<file path="src/rtl/ctvs_pkg.sv">
`default_nettype none

package ctvs_pkg;

    // One result of the scan: the found flag and the value, or -1 when not found.
    typedef struct packed {
        logic               found;
        logic signed [31:0] value;
    } res_t;

    // Register indexes of the configuration write port.
    typedef enum logic [1:0] {
        REG_TAG_LOW    = 2'd0,
        REG_TAG_HIGH   = 2'd1,
        REG_TAG_LENGTH = 2'd2
    } cfg_reg_t;

    localparam logic signed [31:0] NOT_FOUND_VALUE = 32'shFFFF_FFFF;

endpackage

`default_nettype wire

</file>
<file path="src/rtl/ctvs_parse.sv">
`default_nettype none

module ctvs_parse #(
    parameter int MAX_TAG_CHARS = 16
) (
    input  wire logic                          aclk,
    input  wire logic                          aresetn,
    input  wire logic                          step_en,
    input  wire logic [7:0]                    text_byte,
    input  wire logic                          end_of_file,
    input  wire logic [MAX_TAG_CHARS-1:0][7:0] tag_chars,
    input  wire logic [4:0]                    tag_length,
    output logic                               res_valid,
    output ctvs_pkg::res_t                     res
);

    // The tag count saturates one above the longest tag.
    localparam int CW = $clog2(MAX_TAG_CHARS + 2);
    localparam int IW = (MAX_TAG_CHARS > 1) ? $clog2(MAX_TAG_CHARS) : 1;

    localparam logic [7:0] CH_CR     = 8'd13;
    localparam logic [7:0] CH_LF     = 8'd10;
    localparam logic [7:0] CH_TAB    = 8'd9;
    localparam logic [7:0] CH_VT     = 8'd11;
    localparam logic [7:0] CH_FF     = 8'd12;
    localparam logic [7:0] CH_SPACE  = 8'h20;
    localparam logic [7:0] CH_SLASH  = 8'h2F;
    localparam logic [7:0] CH_EQUALS = 8'h3D;
    localparam logic [7:0] CH_PLUS   = 8'h2B;
    localparam logic [7:0] CH_MINUS  = 8'h2D;
    localparam logic [7:0] CH_ZERO   = 8'h30;
    localparam logic [7:0] CH_NINE   = 8'h39;
    localparam logic [7:0] CH_X_LOW  = 8'h78;
    localparam logic [7:0] CH_X_UP   = 8'h58;
    localparam logic [7:0] CH_A_LOW  = 8'h61;
    localparam logic [7:0] CH_F_LOW  = 8'h66;
    localparam logic [7:0] CH_A_UP   = 8'h41;
    localparam logic [7:0] CH_F_UP   = 8'h46;

    localparam logic [31:0] HEX_LIMIT = 32'h7FFF_FFFF;

    typedef struct packed {
        logic          skip;
        logic          matched;
        logic [CW-1:0] tag_cnt;
        logic          mismatch;
        logic [1:0]    val_pos;
        logic          hex;
        logic          neg;
        logic          stopped;
        logic [31:0]   acc;
        logic          hex_sat;
        logic          first_zero;
        logic          lead_done;
    } scan_t;

    scan_t scan_reg, scan_next;

    logic          dec_ok;
    logic          hex_ok;
    logic [3:0]    hex_val;
    logic [31:0]   acc_x10;
    logic [31:0]   hex_room;
    logic          cnt_lt_max;
    logic [7:0]    cmp_char;
    logic          len_ok;
    logic          res_valid_next;
    ctvs_pkg::res_t res_next;

    always_comb begin
        dec_ok = (text_byte >= CH_ZERO) && (text_byte <= CH_NINE);
        hex_ok = 1'b1;
        if (dec_ok) begin
            hex_val = text_byte[3:0];
        end else if ((text_byte >= CH_A_LOW && text_byte <= CH_F_LOW) ||
                     (text_byte >= CH_A_UP && text_byte <= CH_F_UP)) begin
            hex_val = text_byte[3:0] + 4'd9;
        end else begin
            hex_ok  = 1'b0;
            hex_val = 4'd0;
        end
        acc_x10  = (scan_reg.acc << 3) + (scan_reg.acc << 1);
        hex_room = (HEX_LIMIT - 32'(hex_val)) >> 4;

        cnt_lt_max = scan_reg.tag_cnt < CW'(MAX_TAG_CHARS);
        cmp_char   = cnt_lt_max ? tag_chars[scan_reg.tag_cnt[IW-1:0]] : 8'h00;
        len_ok     = (tag_length != 5'd0) &&
                     (6'(tag_length) <= 6'(MAX_TAG_CHARS)) &&
                     (6'(scan_reg.tag_cnt) == 6'(tag_length));
    end

    always_comb begin
        scan_next      = scan_reg;
        res_valid_next = 1'b0;
        res_next.found = 1'b0;
        res_next.value = ctvs_pkg::NOT_FOUND_VALUE;

        if (end_of_file) begin
            res_valid_next = 1'b1;
            scan_next      = '0;
        end else if (text_byte == CH_CR) begin
            if (scan_reg.matched) begin
                res_valid_next = 1'b1;
                res_next.found = 1'b1;
                res_next.value = scan_reg.neg ? -scan_reg.acc : scan_reg.acc;
                scan_next      = '0;
            end else begin
                scan_next.skip     = 1'b0;
                scan_next.tag_cnt  = '0;
                scan_next.mismatch = 1'b0;
            end
        end else if (scan_reg.skip) begin
            // Inside a comment or a rejected line: wait for the carriage return.
        end else if (text_byte == CH_SLASH) begin
            scan_next.skip = 1'b1;
        end else if (text_byte == CH_SPACE || text_byte == CH_LF) begin
            // Spaces and line feeds are dropped everywhere.
        end else if (text_byte == CH_EQUALS) begin
            if (!scan_reg.matched) begin
                if (!scan_reg.mismatch && len_ok) begin
                    scan_next.matched = 1'b1;
                end else begin
                    scan_next.skip     = 1'b1;
                    scan_next.tag_cnt  = '0;
                    scan_next.mismatch = 1'b0;
                end
            end
        end else if (scan_reg.matched) begin
            if (scan_reg.val_pos != 2'd2) begin
                scan_next.val_pos = scan_reg.val_pos + 2'd1;
            end
            if (scan_reg.val_pos == 2'd0) begin
                scan_next.first_zero = (text_byte == CH_ZERO);
            end
            if (scan_reg.val_pos == 2'd1 && scan_reg.first_zero &&
                (text_byte == CH_X_LOW || text_byte == CH_X_UP)) begin
                scan_next.hex     = 1'b1;
                scan_next.acc     = '0;
                scan_next.neg     = 1'b0;
                scan_next.stopped = 1'b0;
            end else if (scan_reg.stopped) begin
                // Digits have ended; the rest of the value is ignored.
            end else if (scan_reg.hex) begin
                if (!hex_ok) begin
                    scan_next.stopped = 1'b1;
                end else if (scan_reg.hex_sat || scan_reg.acc > hex_room) begin
                    scan_next.hex_sat = 1'b1;
                    scan_next.acc     = HEX_LIMIT;
                end else begin
                    scan_next.acc = (scan_reg.acc << 4) + 32'(hex_val);
                end
            end else if (!scan_reg.lead_done &&
                         (text_byte == CH_TAB || text_byte == CH_VT ||
                          text_byte == CH_FF)) begin
                // Leading blanks before a decimal value are skipped.
            end else if (!scan_reg.lead_done &&
                         (text_byte == CH_PLUS || text_byte == CH_MINUS)) begin
                scan_next.lead_done = 1'b1;
                scan_next.neg       = (text_byte == CH_MINUS);
            end else if (dec_ok) begin
                scan_next.lead_done = 1'b1;
                scan_next.acc       = acc_x10 + 32'(text_byte[3:0]);
            end else begin
                scan_next.stopped = 1'b1;
            end
        end else begin
            if (!cnt_lt_max || text_byte != cmp_char) begin
                scan_next.mismatch = 1'b1;
            end
            if (scan_reg.tag_cnt <= CW'(MAX_TAG_CHARS)) begin
                scan_next.tag_cnt = scan_reg.tag_cnt + CW'(1);
            end
        end
    end

    always_ff @(posedge aclk) begin
        if (!aresetn) begin
            scan_reg <= '0;
        end else if (step_en) begin
            scan_reg <= scan_next;
        end
    end

    assign res_valid = step_en && res_valid_next;
    assign res       = res_next;

endmodule

`default_nettype wire

</file>
<file path="src/rtl/config_tag_value_scanner.sv">
// A result appears on the m_ side in the cycle after the byte that causes it is
// accepted, or later while an earlier result still waits in the output entry.
// Throughput: one byte per cycle while s_tready is high; the scan state updates in the
// cycle a byte is taken. A two-entry output buffer lets input go on while one result
// waits to be taken. Reset (aresetn low, synchronous) clears the tag registers and the
// scan state and empties both output entries.
`default_nettype none

module config_tag_value_scanner #(
    parameter int MAX_TAG_CHARS = 16
) (
    input  wire logic        aclk,
    input  wire logic        aresetn,
    // Configuration write port
    input  wire logic        cfg_wr_en,
    input  wire logic [1:0]  cfg_wr_index,
    input  wire logic [63:0] cfg_wr_data,
    // Input stream
    input  wire logic        s_tvalid,
    output logic             s_tready,
    input  wire logic [7:0]  s_tdata,   // [7:0] text_byte
    input  wire logic        s_tlast,   // end_of_file
    // Result stream
    output logic             m_tvalid,
    input  wire logic        m_tready,
    output logic [31:0]      m_tdata,   // [31:0] tag_value
    output logic             m_tuser    // [0] found flag
);

    logic [63:0] tag_low_reg;
    logic [63:0] tag_high_reg;
    logic [4:0]  tag_len_reg;

    logic [127:0]                   tag_all;
    logic [MAX_TAG_CHARS-1:0][7:0]  tag_chars;

    logic           step_en;
    logic           res_valid;
    ctvs_pkg::res_t res;

    logic           out_valid_reg;
    ctvs_pkg::res_t out_reg;
    logic           skid_valid_reg;
    ctvs_pkg::res_t skid_reg;
    logic           out_take;

    always_ff @(posedge aclk) begin
        if (!aresetn) begin
            tag_low_reg  <= '0;
            tag_high_reg <= '0;
            tag_len_reg  <= '0;
        end else if (cfg_wr_en) begin
            unique case (cfg_wr_index)
                ctvs_pkg::REG_TAG_LOW:    tag_low_reg  <= cfg_wr_data;
                ctvs_pkg::REG_TAG_HIGH:   tag_high_reg <= cfg_wr_data;
                ctvs_pkg::REG_TAG_LENGTH: tag_len_reg  <= cfg_wr_data[4:0];
                default: ;
            endcase
        end
    end

    assign tag_all   = {tag_high_reg, tag_low_reg};
    assign tag_chars = tag_all[8*MAX_TAG_CHARS-1:0];

    assign s_tready = !skid_valid_reg;
    assign step_en  = s_tvalid && s_tready;

    ctvs_parse #(
        .MAX_TAG_CHARS(MAX_TAG_CHARS)
    ) u_parse (
        .aclk       (aclk),
        .aresetn    (aresetn),
        .step_en    (step_en),
        .text_byte  (s_tdata),
        .end_of_file(s_tlast),
        .tag_chars  (tag_chars),
        .tag_length (tag_len_reg),
        .res_valid  (res_valid),
        .res        (res)
    );

    assign out_take = out_valid_reg && m_tready;

    // A new result goes to the output entry when it is free, else to the skid entry.
    always_ff @(posedge aclk) begin
        if (!aresetn) begin
            out_valid_reg  <= 1'b0;
            skid_valid_reg <= 1'b0;
        end else if (!out_valid_reg || out_take) begin
            if (skid_valid_reg) begin
                out_valid_reg  <= 1'b1;
                skid_valid_reg <= res_valid;
            end else begin
                out_valid_reg <= res_valid;
            end
        end else if (res_valid) begin
            skid_valid_reg <= 1'b1;
        end
    end

    always_ff @(posedge aclk) begin
        if (!out_valid_reg || out_take) begin
            if (skid_valid_reg) begin
                out_reg <= skid_reg;
                if (res_valid) begin
                    skid_reg <= res;
                end
            end else if (res_valid) begin
                out_reg <= res;
            end
        end else if (res_valid) begin
            skid_reg <= res;
        end
    end

    assign m_tvalid = out_valid_reg;
    assign m_tdata  = out_reg.value;
    assign m_tuser  = out_reg.found;

    a_skid_behind_out: assert property (@(posedge aclk) disable iff (!aresetn)
        skid_valid_reg |-> out_valid_reg)
        else $error("skid entry holds a result while the output entry is empty");

    a_stall_only_when_full: assert property (@(posedge aclk) disable iff (!aresetn)
        !s_tready |-> (out_valid_reg && skid_valid_reg))
        else $error("input stalled while the output buffer has room");

    a_eof_gives_result: assert property (@(posedge aclk) disable iff (!aresetn)
        (s_tvalid && s_tready && s_tlast) |=> out_valid_reg)
        else $error("end of file did not produce a result");

    a_not_found_value: assert property (@(posedge aclk) disable iff (!aresetn)
        (out_valid_reg && !out_reg.found) |-> (out_reg.value == ctvs_pkg::NOT_FOUND_VALUE))
        else $error("not-found result carries a value other than -1");

endmodule

`default_nettype wire
</file>
<file path="config.mk">
export PLATFORM = sky130hd
export DESIGN_NAME = config_tag_value_scanner
export DESIGN_NICKNAME = d
export VERILOG_FILES = /design/src/rtl/ctvs_pkg.sv /design/src/rtl/ctvs_parse.sv /design/src/rtl/config_tag_value_scanner.sv
export SDC_FILE = /design/constraint.sdc
export NUM_CORES = 1
export LEC_CHECK = 0
export BUFFER_PORTS_ARGS = -buffer_cell sky130_fd_sc_hd__buf_4
export CAP_MARGIN = 15
export CORE_UTILIZATION = 65
export CTS_CLUSTER_SIZE = 25
export DETAILED_ROUTE_END_ITERATION = 16
export GPL_ROUTABILITY_DRIVEN = 1
export HOLD_SLACK_MARGIN = 0.06
export PLACE_DENSITY_LB_ADDON = 0.05
export SLEW_MARGIN = 25
export SYNTH_ARGS = -nofsm -noshare
export SYNTH_HDL_FRONTEND = slang
export SYNTH_HIERARCHICAL = 1
export SYNTH_SLANG_ARGS = --single-unit
</file>
<file path="constraint.sdc">
create_clock -name aclk -period 10.3 [get_ports aclk]
set_input_delay 0.515 -clock aclk [delete_from_list [all_inputs] [get_ports aclk]]
set_output_delay 0.515 -clock aclk [all_outputs]
set_load 0.02 [all_outputs]
</file>
==> After elaboration in Yosys (flattened, before gate mapping) <==
Index checks and enable logic that the tools add are counted.
{ "totals": {"register_bits": 249} }
{ "classes": {"reduce_logical": 60, "eq_ne": 36, "n_addsub": 8, "mux": 65, "magnitude_cmp": 11} }
{ "op_table": {"columns": ["cell", "n"], "rows": [
  ["33-bit two-way mux", 11],
  ["48-bit two-way mux", 4],
  ["40-bit two-way mux", 3],
  ["32-bit two-way mux", 3],
  ["34-bit two-way mux", 2],
  ["32-bit by 4-bit adder with 32-bit output", 2],
  ["8-bit by 6-bit equality test with 1-bit output, second input constant", 6],
  ["47-bit two-way mux", 1],
  ["8-bit by 4-bit equality test with 1-bit output, second input constant", 5],
  ["35-bit two-way mux", 1],
  ["7-bit AND reduction", 5],
  ["11-bit AND reduction", 3],
  ["32-bit adder", 1],
  ["8-bit binary-select mux with 4-bit select", 1],
  ["32-bit by 28-bit greater-than comparator with 1-bit output", 1],
  ["32-bit negator", 1],
  ["31-bit by 4-bit subtractor with 32-bit output, first input constant", 1],
  ["1-bit two-way mux", 28],
  ["8-bit two-way mux", 3],
  ["3-bit nonzero test", 7],
  ["6-bit two-way mux", 3],
  ["8-bit by 7-bit equality test with 1-bit output, second input constant", 2],
  ["8-bit by 7-bit >= comparator with 1-bit output, second input constant", 2],
  ["8-bit by 7-bit less-or-equal comparator with 1-bit output, second input constant", 2],
  ["other kinds (34)", 82]
]} }

==> Logic depth before layout (Yosys ltp) <==
Gate-level depths: netlist (run 1).
{ "logic_depth": {"ltp_word": 20, "mapped_depth": 16, "depth_no_buf": 14} }

==> Cells and area by module <==
The synthesis (run 1) kept the hierarchy.
{ "by_module_without_submodules": {"columns": ["module", "area_per_inst_um2", "instances", "cells_per_inst"], "rows": [
  ["config_tag_value_scanner", 6950.4, 1, 631],
  ["ctvs_parse", 6411.1, 1, 826]
]} }

==> Worst setup path after synthesis (run 1) <==
Ideal clock, no wire load.
{ "synth_timing": {"path_type": "input -> register", "start": "in s_tdata[3]", "end": "reg u_parse/scan_reg[34] in the netlist's numbering", "path_slack_ns": 6.382, "cell_stages": 16, "setup_ns": 0.131, "required_time_ns": 10.169, "arrival_time_ns": 3.787, "path_cell_list": "clkbuf_1 clkbuf_1 inv_1 fa_1 inv_1 ha_1 a211oi_1 o21ai_0 or3b_2 a21oi_1 o2111ai_1 nand2_1 a311oi_1 o21ai_0 o2111ai_1 o211ai_1"} }
{ "synth_between": {"elab_chain_len": 20} }
{ "synth_rtl": {"columns": ["element", "line_no", "text"], "rows": [
  ["from (decl)", "config_tag_value_scanner.sv:21", "input wire logic [7:0] s_tdata,"],
  ["8-bit by 7-bit >= comparator with 1-bit output, or another cell as far along", "ctvs_parse.sv:75", "end else if ((text_byte >= CH_A_LOW && text_byte <= CH_F_LOW) ||"],
  ["1-bit logical AND, on equally long branches", "ctvs_parse.sv:75, ctvs_parse.sv:76", null],
  ["1-bit logical OR", "ctvs_parse.sv:75", null],
  ["4-bit two-way mux", "ctvs_parse.sv:75", null],
  ["4-bit two-way mux", "ctvs_parse.sv:73", "if (dec_ok) begin"],
  ["31-bit by 4-bit subtractor with 32-bit output", "ctvs_parse.sv:83", "hex_room = (HEX_LIMIT - 32'(hex_val)) >> 4;"],
  ["32-bit by 28-bit greater-than comparator with 1-bit output", "ctvs_parse.sv:146", "end else if (scan_reg.hex_sat || scan_reg.acc > hex_room) begin"],
  ["1-bit logical OR", "ctvs_parse.sv:146", null],
  ["[... 4 more ...]", null, null],
  ["34-bit two-way mux", "ctvs_parse.sv:135", "if (scan_reg.val_pos == 2'd1 && scan_reg.first_zero &&"],
  ["40-bit two-way mux", "ctvs_parse.sv:128", "end else if (scan_reg.matched) begin"],
  ["40-bit two-way mux", "ctvs_parse.sv:118", "end else if (text_byte == CH_EQUALS) begin"],
  ["48-bit two-way mux", "ctvs_parse.sv:116", "end else if (text_byte == CH_SPACE || text_byte == CH_LF) begin"],
  ["47-bit two-way mux", "ctvs_parse.sv:114", "end else if (text_byte == CH_SLASH) begin"],
  ["48-bit two-way mux", "ctvs_parse.sv:112", "end else if (scan_reg.skip) begin"],
  ["48-bit two-way mux", "ctvs_parse.sv:101", "end else if (text_byte == CH_CR) begin"],
  ["48-bit two-way mux", "ctvs_parse.sv:98", "if (end_of_file) begin"],
  ["to (signal assigned)", "ctvs_parse.sv:180", "scan_reg <= scan_next;"],
  ["to (decl)", "ctvs_parse.sv:57", "scan_t scan_reg, scan_next;"]
]} }
Several ways; a longest one is shown, not always the timed one. The select of a mux whose other input is x is not followed.
A chain may end at the register's enable or synchronous reset.

==> Final worst setup path (run 1) <==
{ "layout_timing": {"start": "reg u_parse/scan_reg[5] in the netlist's numbering", "end": "reg u_parse/scan_reg[34] in the netlist's numbering"} }
{ "layout_between": {"elab_chain_len": 15} }
{ "layout_rtl": {"columns": ["element", "line_no", "text"], "rows": [
  ["32-bit adder", "ctvs_parse.sv:82", "acc_x10 = (scan_reg.acc << 3) + (scan_reg.acc << 1);"],
  ["32-bit by 4-bit adder with 32-bit output", "ctvs_parse.sv:162", "scan_next.acc = acc_x10 + 32'(text_byte[3:0]);"],
  ["32-bit two-way mux", "ctvs_parse.sv:160", "end else if (dec_ok) begin"],
  ["33-bit two-way mux", "ctvs_parse.sv:156", "end else if (!scan_reg.lead_done &&"],
  ["34-bit two-way mux", "ctvs_parse.sv:152", "end else if (!scan_reg.lead_done &&"],
  ["33-bit two-way mux (*)", "ctvs_parse.sv:143", "end else if (scan_reg.hex) begin"],
  ["35-bit two-way mux (*)", "ctvs_parse.sv:141", "end else if (scan_reg.stopped) begin"],
  ["34-bit two-way mux (*)", "ctvs_parse.sv:135", null],
  ["40-bit two-way mux (*)", "ctvs_parse.sv:128", null],
  ["40-bit two-way mux (*)", "ctvs_parse.sv:118", null],
  ["48-bit two-way mux (*)", "ctvs_parse.sv:116", null],
  ["47-bit two-way mux (*)", "ctvs_parse.sv:114", null],
  ["48-bit two-way mux (*)", "ctvs_parse.sv:112", null],
  ["48-bit two-way mux (*)", "ctvs_parse.sv:101", null],
  ["48-bit two-way mux (*)", "ctvs_parse.sv:98", null]
]} }
Mark *: on every way between the ends. The rest lies on a longest branch, timed or not. The select of a mux whose other input is x is not followed.

==> results of run 1 <==
==> critical path, stage by stage (launching register included) <==
cell and delay [ps]:
dfxtp_1 530, inv_1 90, fa_1 490, inv_1 70, ha_1 310, a211oi_1 250
o21ai_0 180, or3b_2 240, a21oi_1 110, o2111ai_1 280, nand2_1 140, a311oi_1 550
o21ai_0 230, o2111ai_1 210, o211ai_1 100
==> stage by stage <==
step	utilization (%)	area, um2	hold WS [ps]	cells
after global routing	75.09	15150	242.6	1800
after floorplan	-	13360	428.0	1457
final	75.09	15150	235.1	1800
after detailed placement	70.56	14230	449.0	1751
after CTS	75.02	15130	230.4	1800
after global placement	70.55	14230	439.9	1751
==> cell type report <==
| type | count | area [um2] | share of cell area, % |
|---|---|---|---|
| Multi-Input combinational cell | 1084 | 7219 | 47.67 |
| Sequential cell | 249 | 5648 | 37.29 |
| Timing Repair Buffer | 126 | 957.2 | 6.320 |
| Clock buffer | 33 | 718.2 | 4.742 |
| Tap cell | 270 | 337.8 | 2.230 |
| Clock inverter | 16 | 182.7 | 1.206 |
| Inverter | 22 | 82.58 | 0.5452 |
==> metal layers <==
metal | GRT usage [%] | wire, um | up-vias
li1 | - | - | 5442
met1 | 39.15 | 13480 | 5316
met2 | 54.11 | 16140 | 329
met3 | 3.009 | 1460 | 90
met4 | 16.68 | 1911 | 0
met5 | 0.9091 | 0 | -
==> path summary, 6_finish.rpt <==
path	start	endpoint	slack [ps]
setup / recovery	u_parse/scan_reg[5]$_SDFFE_PN0P_	u_parse/scan_reg[34]$_SDFFE_PN0P_	6390
hold / removal	cfg_wr_data[44]	tag_low_reg[44]$_SDFFE_PN0P_	240
setup reg to reg	u_parse/scan_reg[5]$_SDFFE_PN0P_	u_parse/scan_reg[34]$_SDFFE_PN0P_	6390
hold reg to reg	tag_low_reg[43]$_SDFFE_PN0P_	tag_low_reg[43]$_SDFFE_PN0P_	450
==> Yosys cell counts, drive strengths merged, types with 9 or more instances <==
library cell	instances
a21o	13
a21oi	75
a31oi	9
and3	10
buf	38
clkbuf	64
dfxtp	183
edfxtp	66
ha	67
inv	20
mux2	34
mux2i	14
mux4	29
nand2	154
nand3	143
nor2	83
nor2b	14
nor3	23
nor4	10
o21ai	206
o31ai	11
o41ai	9
or3	10
xnor2	29
xor2	34
==> kinds of logic after synthesis <==
family / count (synthesis) / synth area share, %
xor gates and xnor gates: 63 / 4.130
AOI/OAI and AO/OA: 391 / 17.15
and+or+nand+nor: 484 / 17.25
buffers and inverters: 124 / 3.849
muxes: 77 / 8.802
DFF: 249 / 42.25
adders and majority gates: 69 / 6.574
==> power breakdown <==
group	internal [mW]	switching (mW)	leakage (nW)
Clock	0.574	0.399	0.431
Combinational	0.0737	0.112	3.34
Sequential	1.02	0.0150	2.15
Total	1.67	0.526	5.92
==> summary.md, run 1 <==
| Metric | Value |
|---|---|
| Number of distinct library cells after synthesis | 70 |
| Initial antenna violation count | 0 |
| CP endpoint kind | register |
| Setup TNS | 0 ps |
| Max Fclk | 255.7 MHz |
| Clk Latency, worst-skew pair | 540 ps |
| Final weighted congestion in routability-driven placement | 0.9193 |
| Ant. Diodes | 0 |
| Final antenna-violating net count | 0 |
| Worst hold path type | primary input to register |
| Mapped cell area | 13360 um2 |
| Commonest cells after routing, fill and taps aside | o21ai_0, dfxtp_1, nand2_1 |
| EDFF count, synth | 66 |
| Synth top area share | 27.42% |
| Flops & latches, synth | 249 |
| Syn Inst Count | 1457 |
| CTS resizes | 0 |
| Setup bufs post-CTS | 0 |
| Hold depth | 3 |
| DRC Markers | 0 |
| H-tree levels | 1 |
| First-pass GRT wire length | 54.05 mm |
| CTS tree | yes |
| Port Buffer Count | 114 |
| P per Cell Area | 145.2 nW/um2 |
| Post-Route WL | 32.99 mm |
| Synth async-reset ratio | 0% |
| Io pins | 115 |
| RSZ-0062 raised after global routing | false |
| Largest net degree at the start of global routing | 129 |
| Die extent in y | 145.4 um |
| Maximum root-to-sink buffer count | 3 |
| Final max-slew violation count | 0 |
| Outcome | finished clean |
| Routed length per instance | 18.33 um |
| Vias per Instance | 6.209 |
| Total clock sinks | 249 |
| Clock Root Buffer | clkbuf_16 |
| Syn Area/Cell | 9.171 um2 |
| Layout Nets | 1659 |
| Layout cells sized above 1 | 16.80% |
| DRT Pass-1 Iters | 6 |
| Crit-path max FO | 9 |
| Hpwl dp | 22.40 mm |
| Clock Skew | 13.54 ps |
| Hold_buf cts | 0 |
| Ys Warns | 6 |
| Transition time at the pin with the least slew margin | 1039 ps |
| Crit start category | register |
| Core Region | 20170 um2 |
| VDD IR max | 141.9 uV |
| Synth area leader | dfxtp_1 |
| Seq/Total Area, Yosys | 42.25% |
| R2R depth | 14 |
| Static leakage | 5.923 nW |
| Crit path kind | register to register |
| Period Utilization, post-route | 37.97% |
| Mapped Nets | 1606 |
| Dpl ws | 6203 ps |
| Setup ws final | 6389 ps |
| Critical path data arrival time | 4310 ps |
| Setup Viol. Count Final | 0 |
| Max-cap violations | 0 |
| Final Power | 2.199 mW |
| Worst slew margin | 30.36% |
| GRT Resource Usage Total | 31.40% |
| DR iter-0 viols | 766 |
| Worst Path Required | 10700 ps |
| Cts bufs inserted | 27 |
| Congestion Overflow GR | 0 |
| Vias in the first global route | 10630 |
| CTS clock-pin slew for the worst setup and hold paths | 60 ps |
| Most used DFF post-synth | dfxtp_1 |
| Tmin final | 3911 ps |
| Leading cell type in the layout, fill and taps excluded | o21ai_0 |
| Final hold violations | 0 |
| Largest cells by area after synthesis | dfxtp_1, edfxtp_1, o21ai_0 |
| Die area | 21130 um2 |
| Fillcell total | 1556 |
| Area Overhead vs Synth | 13.35% |
| Die X | 145.4 um |
| Via count | 11180 |
| Row cnt | 52 |
| Starting Density | 66.25% |
No activity file was read; power rests on OpenSTA's default activity.
==> run 2, diff against run 1 <==
- ABC_AREA: unset -> 1
- CORE_UTILIZATION: 65 -> 62
- clock period: 10.3 -> 3.6 ns (I/O delays scaled with it)
==> run 2 against run 1 <==
Clock skew is 0.50 ps lower. Global-route usage grew 5.8 points. First-iteration DRC count grew to 3.1 times the previous value. Setup slack worse by 5800 ps. Combinational power rose to 5.4 times the previous value. Largest power group unchanged. Utilization decreased by 1.6 points. Sequential power rose to 2.9 times the previous value. Largest cell class unchanged. Cell area increased by 19%. Critical path type unchanged. Count of clock-buffer cells in the layout rose by 4. Critical endpoint is now u_parse/scan_reg[33]$_SDFFE_PN0P_. Synthesized cell count increased by 58%. Clock power grew to 2.9 times the previous value. Routed wire length increased by 48%.
==> summary.md, run 2 <==
| Metric | Value |
|---|---|
| Outcome | finished clean |
| CTS clock-pin slew for the worst setup and hold paths | 70 ps |
| Met1 usage | 54.30% |
| Internal cell power | 4.982 mW |
| Combinational share of power | 14.5% |
| Setup Viol. Count Final | 0 |
| Via count | 16270 |
| Largest net degree at the start of global routing | 83 |
| Vias per Instance | 5.913 |
| Largest cells by area after synthesis | dfxtp_1, nand2_1, edfxtp_1 |
| Util after Layout | 73.54% |
| Power share of the clock group | 41.7% |
| Mapped Nets | 2447 |
| P per Cell Area | 381.6 nW/um2 |
| Seq pwr share | 43.8% |
| Congestion Overflow GR | 0 |
| Total clock sinks | 249 |
| Layout Nets | 2557 |
| RSZ-0062 raised after global routing | false |
| Most instantiated cells after synthesis | nand2_1, nor2_1, dfxtp_1, nand3_1, inv_1 |
| Worst Path Required | 4050 ps |
| Vias in the first global route | 14700 |
| Area Overhead vs Synth | 15.57% |
| Layout cells sized above 1 | 10.22% |
| Synth top area share | 23.47% |
| VDD IR max | 386.4 uV |
| Die X | 160.7 um |
| Worst hold path type | primary input to register |
| Number of distinct library cells after synthesis | 52 |
| Port Buffer Count | 114 |
| Routing usage on met3 | 6.973% |
| Ant. Diodes | 0 |
| Cts bufs inserted | 27 |
| Static leakage | 7.905 nW |
| Mapped cell area | 15610 um2 |
| Worst slew margin | 35.24% |
| Transition time at the pin with the least slew margin | 971.4 ps |
| CTS tree | yes |
| GR Layer Usage met2 | 56.69% |
| Die extent in y | 160.7 um |
| Most used DFF post-synth | dfxtp_1 |
| Worst reg-to-reg setup slack | 590 ps |
| EDFF count, synth | 66 |
| Clock Skew | 13.04 ps |
| Clock Root Buffer | clkbuf_16 |
| Synth async-reset ratio | 0% |
| Net Switching | 1.902 mW |
| Commonest cells after routing, fill and taps aside | nand2_1, nor2_1, dfxtp_1 |
| Final weighted congestion in routability-driven placement | 1.011 |
| Maximum root-to-sink buffer count | 3 |
| Row cnt | 57 |
| Hpwl dp | 31.83 mm |
| Critical path data arrival time | 3460 ps |
| Hold_buf cts | 66 |
| Initial antenna violation count | 0 |
| Syn Area/Cell | 6.793 um2 |
| GRT busiest layer | met2 |
| H-tree levels | 1 |
| Max Fclk | 332.1 MHz |
| Final max-slew violation count | 0 |
| Synth area leader | dfxtp_1 |
| Period Utilization, post-route | 83.63% |
| Non-filler cells, final | 2751 |
| Flops & latches, synth | 249 |
| Die area | 25820 um2 |
| Crit start category | register |
| Starting Density | 63.63% |
| Switching share of power | 27.63% |
| Routed length per instance | 17.73 um |
| Max-cap violations | 0 |
| Post-Route WL | 48.77 mm |
| First-pass GRT wire length | 77.11 mm |
| Fillcell total | 1948 |
| Setup bufs post-CTS | 0 |
| CP endpoint kind | register |
| Crit path kind | register to register |
| Placed Instances | 2637 |
| Final hold violations | 0 |
| CTS resizes | 0 |
| DRT Pass-1 Iters | 6 |
| Clk Latency, worst-skew pair | 530 ps |
| GRT Resource Usage Total | 37.20% |
| Most frequent cell after synthesis | nand2_1 |
| DR iter-0 viols | 2341 |
| Ys Warns | 6 |
| Hold_ws | 92.53 ps |
| Final antenna-violating net count | 0 |
| Io pins | 115 |
| Crit-path max FO | 7 |
| Core Region | 24530 um2 |
| DRC Markers | 0 |
| Setup TNS | 0 ps |
| Syn Inst Count | 2298 |
| Seq/Total Area, Yosys | 36.17% |
| Tmin final | 3011 ps |
| Leading cell type in the layout, fill and taps excluded | nand2_1 |
| Final Power | 6.884 mW |
## run 2: final cells by class
type / count / area [um2] / share of cell area [%]
multi-input cells: 1740 / 8658 / 47.99
clock buffers: 37 / 743.2 / 4.120
clock inverters: 11 / 155.1 / 0.8600
flip-flops and latches: 249 / 5647 / 31.30
well taps: 324 / 405.4 / 2.247
repair buffers: 204 / 1722 / 9.543
inverters: 186 / 710.7 / 3.939
## run 2: layer usage
layer	wire, um	part of all wire (%)
met1	21130	43
met2	21310	44
met3	5354	11
met5	0	0
met4	984	2.0
## run 2: kinds of logic (layout without fill, tap and decap cells)
| family | after synthesis | count (layout) | share of synthesized area, % |
|---|---|---|---|
| simple gates | 1369 | 1369 | 38.99 |
| fa+ha+maj | 69 | 69 | 5.627 |
| buf+inv | 309 | 438 | 8.424 |
| flops | 249 | 249 | 36.17 |
| xor+xnor | 9 | 9 | 0.5050 |
| compound gates | 293 | 293 | 10.28 |
## run 2: worst max-delay path, stage by stage (launching register included)
cell and delay (ps):
dfxtp_1 500, inv_1 90, fa_1 520, inv_1 80, fa_1 440, nand2_1 100
a21oi_1 140, nand2_1 90, nand2_1 110, nand2_1 80, nand2_1 150, nand2_1 170
nand2_1 70, nand2_1 60, nand3_1 60, nand2_1 90, nand3_1 80, a21oi_1 120
## run 2: power groups by stage
stage	logic (mW)	registers, mW	clock network [mW]
after floorplan	0.642	3.05	0
after global placement	0.887	3.07	0
after detailed placement	0.900	3.07	0
after CTS	0.964	3.01	2.89
after global routing	1.10	3.02	3.00
final	1.00	3.01	2.87
## run 2: final timing paths
kind	startpoint	end	depth (start not counted)
setup / recovery	u_parse/scan_reg[5]$_SDFFE_PN0P_	u_parse/scan_reg[33]$_SDFFE_PN0P_	17
setup reg to reg	u_parse/scan_reg[5]$_SDFFE_PN0P_	u_parse/scan_reg[33]$_SDFFE_PN0P_	17
hold reg to reg	tag_high_reg[9]$_SDFFE_PN0P_	tag_high_reg[9]$_SDFFE_PN0P_	2
hold / removal	s_tdata[3]	u_parse/scan_reg[1]$_SDFFE_PN0P_	4
## run 2: through the flow
| stage | worst slack [ps] | cell area [um2] |
|---|---|---|
| after floorplan | 581.5 | 15610 |
| after global placement | 755.0 | 16480 |
| after detailed placement | 665.4 | 16480 |
| after CTS | 655.0 | 18040 |
| after global routing | 350.4 | 18040 |
| final | 589.3 | 18040 |
==> run 3, diff against run 2 <==
- ABC_AREA: 1 -> 0
- CORE_UTILIZATION: 62 -> 60
- clock period: 3.6 -> 3.1 ns (I/O delays scaled with it)
==> run 3 against run 2 <==
The flow now finishes with violations (setup timing). Setup slack worse by 890 ps. Clock skew down 1.7 ps. Critical path depth shrank 7. Die area shrank 11%. Cell area fell by 7.1%. Hold slack improved by 42 ps. Via count down 28%. Non-clock buffer count rose by 63. Clock power increased by 9.1%.
==> summary.md, run 3 (same netlist as run 1, synthesis figures left out) <==
| Metric | Value |
|---|---|
| DRC Markers | 0 |
| CTS tree | yes |
| Vias in the first global route | 11370 |
| Worst hold path type | primary input to register |
| Hpwl dp | 23.75 mm |
| Initial antenna violation count | 0 |
| CP max stage delay | 550 ps |
| Levels on crit path | 10 |
| Setup ws final | -298.8 ps |
| Die extent in y | 151.2 um |
| Maximum root-to-sink buffer count | 3 |
| Vias per Instance | 6.046 |
| Die X | 151.2 um |
| Worst Path Required | 3390 ps |
| Placed Instances | 1822 |
| Crit path kind | register to register |
| Layout Nets | 1799 |
| Max Fclk | 294.2 MHz |
| Transition time at the pin with the least slew margin | 1074 ps |
| Util after Layout | 76.80% |
| Layout cells sized above 1 | 22.63% |
| Critical path data arrival time | 3690 ps |
| CP endpoint kind | register |
| Port Buffer Count | 114 |
| Critical path cell sequence | or4_4 > nor4_4 > nand3_2 > or2_1 > or3_4 > or4_4 > o31ai_4 > xor2_1 > nand2_1 > mux2_2 |
| Io pins | 115 |
| RSZ-0062 raised after global routing | true |
| DR iter-0 viols | 749 |
| Max-cap violations | 0 |
| Cts bufs inserted | 26 |
| Crit path buf inv count | 0 |
| Clock Root Buffer | clkbuf_16 |
| Starting Density | 61.23% |
| Crit-path max FO | 3 |
| Tmin final | 3399 ps |
| Total clock sinks | 249 |
| Post-Route WL | 36.33 mm |
| Ant. Diodes | 0 |
| Die area | 22870 um2 |
| CTS clock-pin slew for the worst setup and hold paths | 70 ps |
| Largest net degree at the start of global routing | 201 |
| Static leakage | 6.657 nW |
| VDD IR max | 455.0 uV |
| Area Overhead vs Synth | 25.44% |
| Final weighted congestion in routability-driven placement | 0.8991 |
| Slowest CP cell | or4_4 |
| Routed length per instance | 18.63 um |
| Core Region | 21820 um2 |
| Worst slew margin | 28.27% |
| Congestion Overflow GR | 0 |
| Failing checks | setup timing |
| H-tree levels | 1 |
| Outcome | complete, but fails checks |
| Final Power | 7.366 mW |
| Leading cell type in the layout, fill and taps excluded | buf_4 |
| Clk Latency, worst-skew pair | 540 ps |
| Final max-slew violation count | 0 |
| Row cnt | 54 |
| Hold depth | 4 |
| Final hold violations | 0 |
| Crit start category | register |
| Most used cell, CP | or4_4 |
| Period Utilization, post-route | 109.6% |
| Via count | 11790 |
| Non-filler cells, final | 1950 |
| GRT Resource Usage Total | 31.66% |
| DRT Pass-1 Iters | 5 |
| P per Cell Area | 439.5 nW/um2 |
| Final antenna-violating net count | 0 |
| Commonest cells after routing, fill and taps aside | buf_4, dfxtp_1, o21ai_0 |
| Setup Viol. Count Final | 12 |
| R2R depth | 10 |
| Delay-heaviest family, CP | simple AND/OR/NAND/NOR gates |
| First-pass GRT wire length | 57.26 mm |
| Clock Skew | 11.31 ps |
| Hold_ws | 135.0 ps |
| Fillcell total | 1549 |
==> run 3: changes by cell type in the layout (fill, tap and decap cells not counted), sizes merged, moves of 29 or more <==
cell / change
o21ai: +111
mux4: +29
nand3b: -67
nand4: -79
buf: +63
nand3: -41
mux2: +34
nor2: -208
nand2: -545
inv: -166
a21oi: -86
==> run 3: stage by stage <==
step	setup WS [ps]	area (um2)	TNS (ps)
CTS	-214.9	16500	-548.1
global placement	-148.3	14820	-531.6
global route	-415.5	16760	-3010
finish	-298.8	16760	-1281
floorplan	-105.4	13400	-266.2
detailed placement	-205.8	14820	-1242
==> run 3: layout make-up <==
cell class	count	area, um2	share of cell area [%]
clock buffer	37	762.0	4.546
inverter	22	82.58	0.4927
timing repair buffer	267	2277	13.59
tap	280	350.3	2.090
multi-input combinational	1084	7531	44.93
clock inverter	11	105.1	0.6271
sequential	249	5653	33.73
==> run 3: routing by layer <==
| metal | vias up | part of all wire [%] | global-route usage, % |
|---|---|---|---|
| met5 | - | 0 | 0 |
| met4 | 0 | 4.8 | 15.45 |
| met3 | 90 | 4.5 | 4.036 |
| met2 | 363 | 50 | 55.57 |
| met1 | 5615 | 40 | 38.11 |
| li1 | 5721 | - | - |
==> run 3: path summary, 6_finish.rpt <==
kind                                      from                                 to  slack (ps)
max          u_parse/scan_reg[12]$_SDFFE_PN0P_              m_tdata[29]$_DFFE_PP_        -300
min                                    s_tlast  u_parse/scan_reg[35]$_SDFFE_PN0P_         130
max reg2reg  u_parse/scan_reg[12]$_SDFFE_PN0P_              m_tdata[29]$_DFFE_PP_        -300
min reg2reg       tag_low_reg[28]$_SDFFE_PN0P_       tag_low_reg[28]$_SDFFE_PN0P_         450
==> run 3: timing repair <==
item / 4_1_cts / 5_1_grt
endpoints found under the hold margin: 142 / 0
resized for setup: 20 / 47
hold buffers: 66 / 0
pin swaps: 16 / 40
endpoints found under the setup margin: 17 / 31
buffers inserted: 8 / 7
==> run 3: worst reg2reg max path, delay by kind of cell, from the launching register on <==
kind | cells | cell delay [ps]
multiplexers | 1 | 280
flip-flops | 1 | 330
AO/OA/AOI/OAI | 1 | 200
XOR/XNOR | 1 | 190
AND/OR/NAND/NOR | 7 | 2140
==> run 3: where the power goes <==
| part | total (mW) | internal, mW | switching (mW) | leakage, nW |
|---|---|---|---|---|
| clock network | 3.13 | 1.80 | 1.33 | 0.429 |
| logic | 0.780 | 0.357 | 0.422 | 4.07 |
| registers | 3.45 | 3.41 | 0.0472 | 2.16 |
| total | 7.37 | 5.57 | 1.80 | 6.66 |
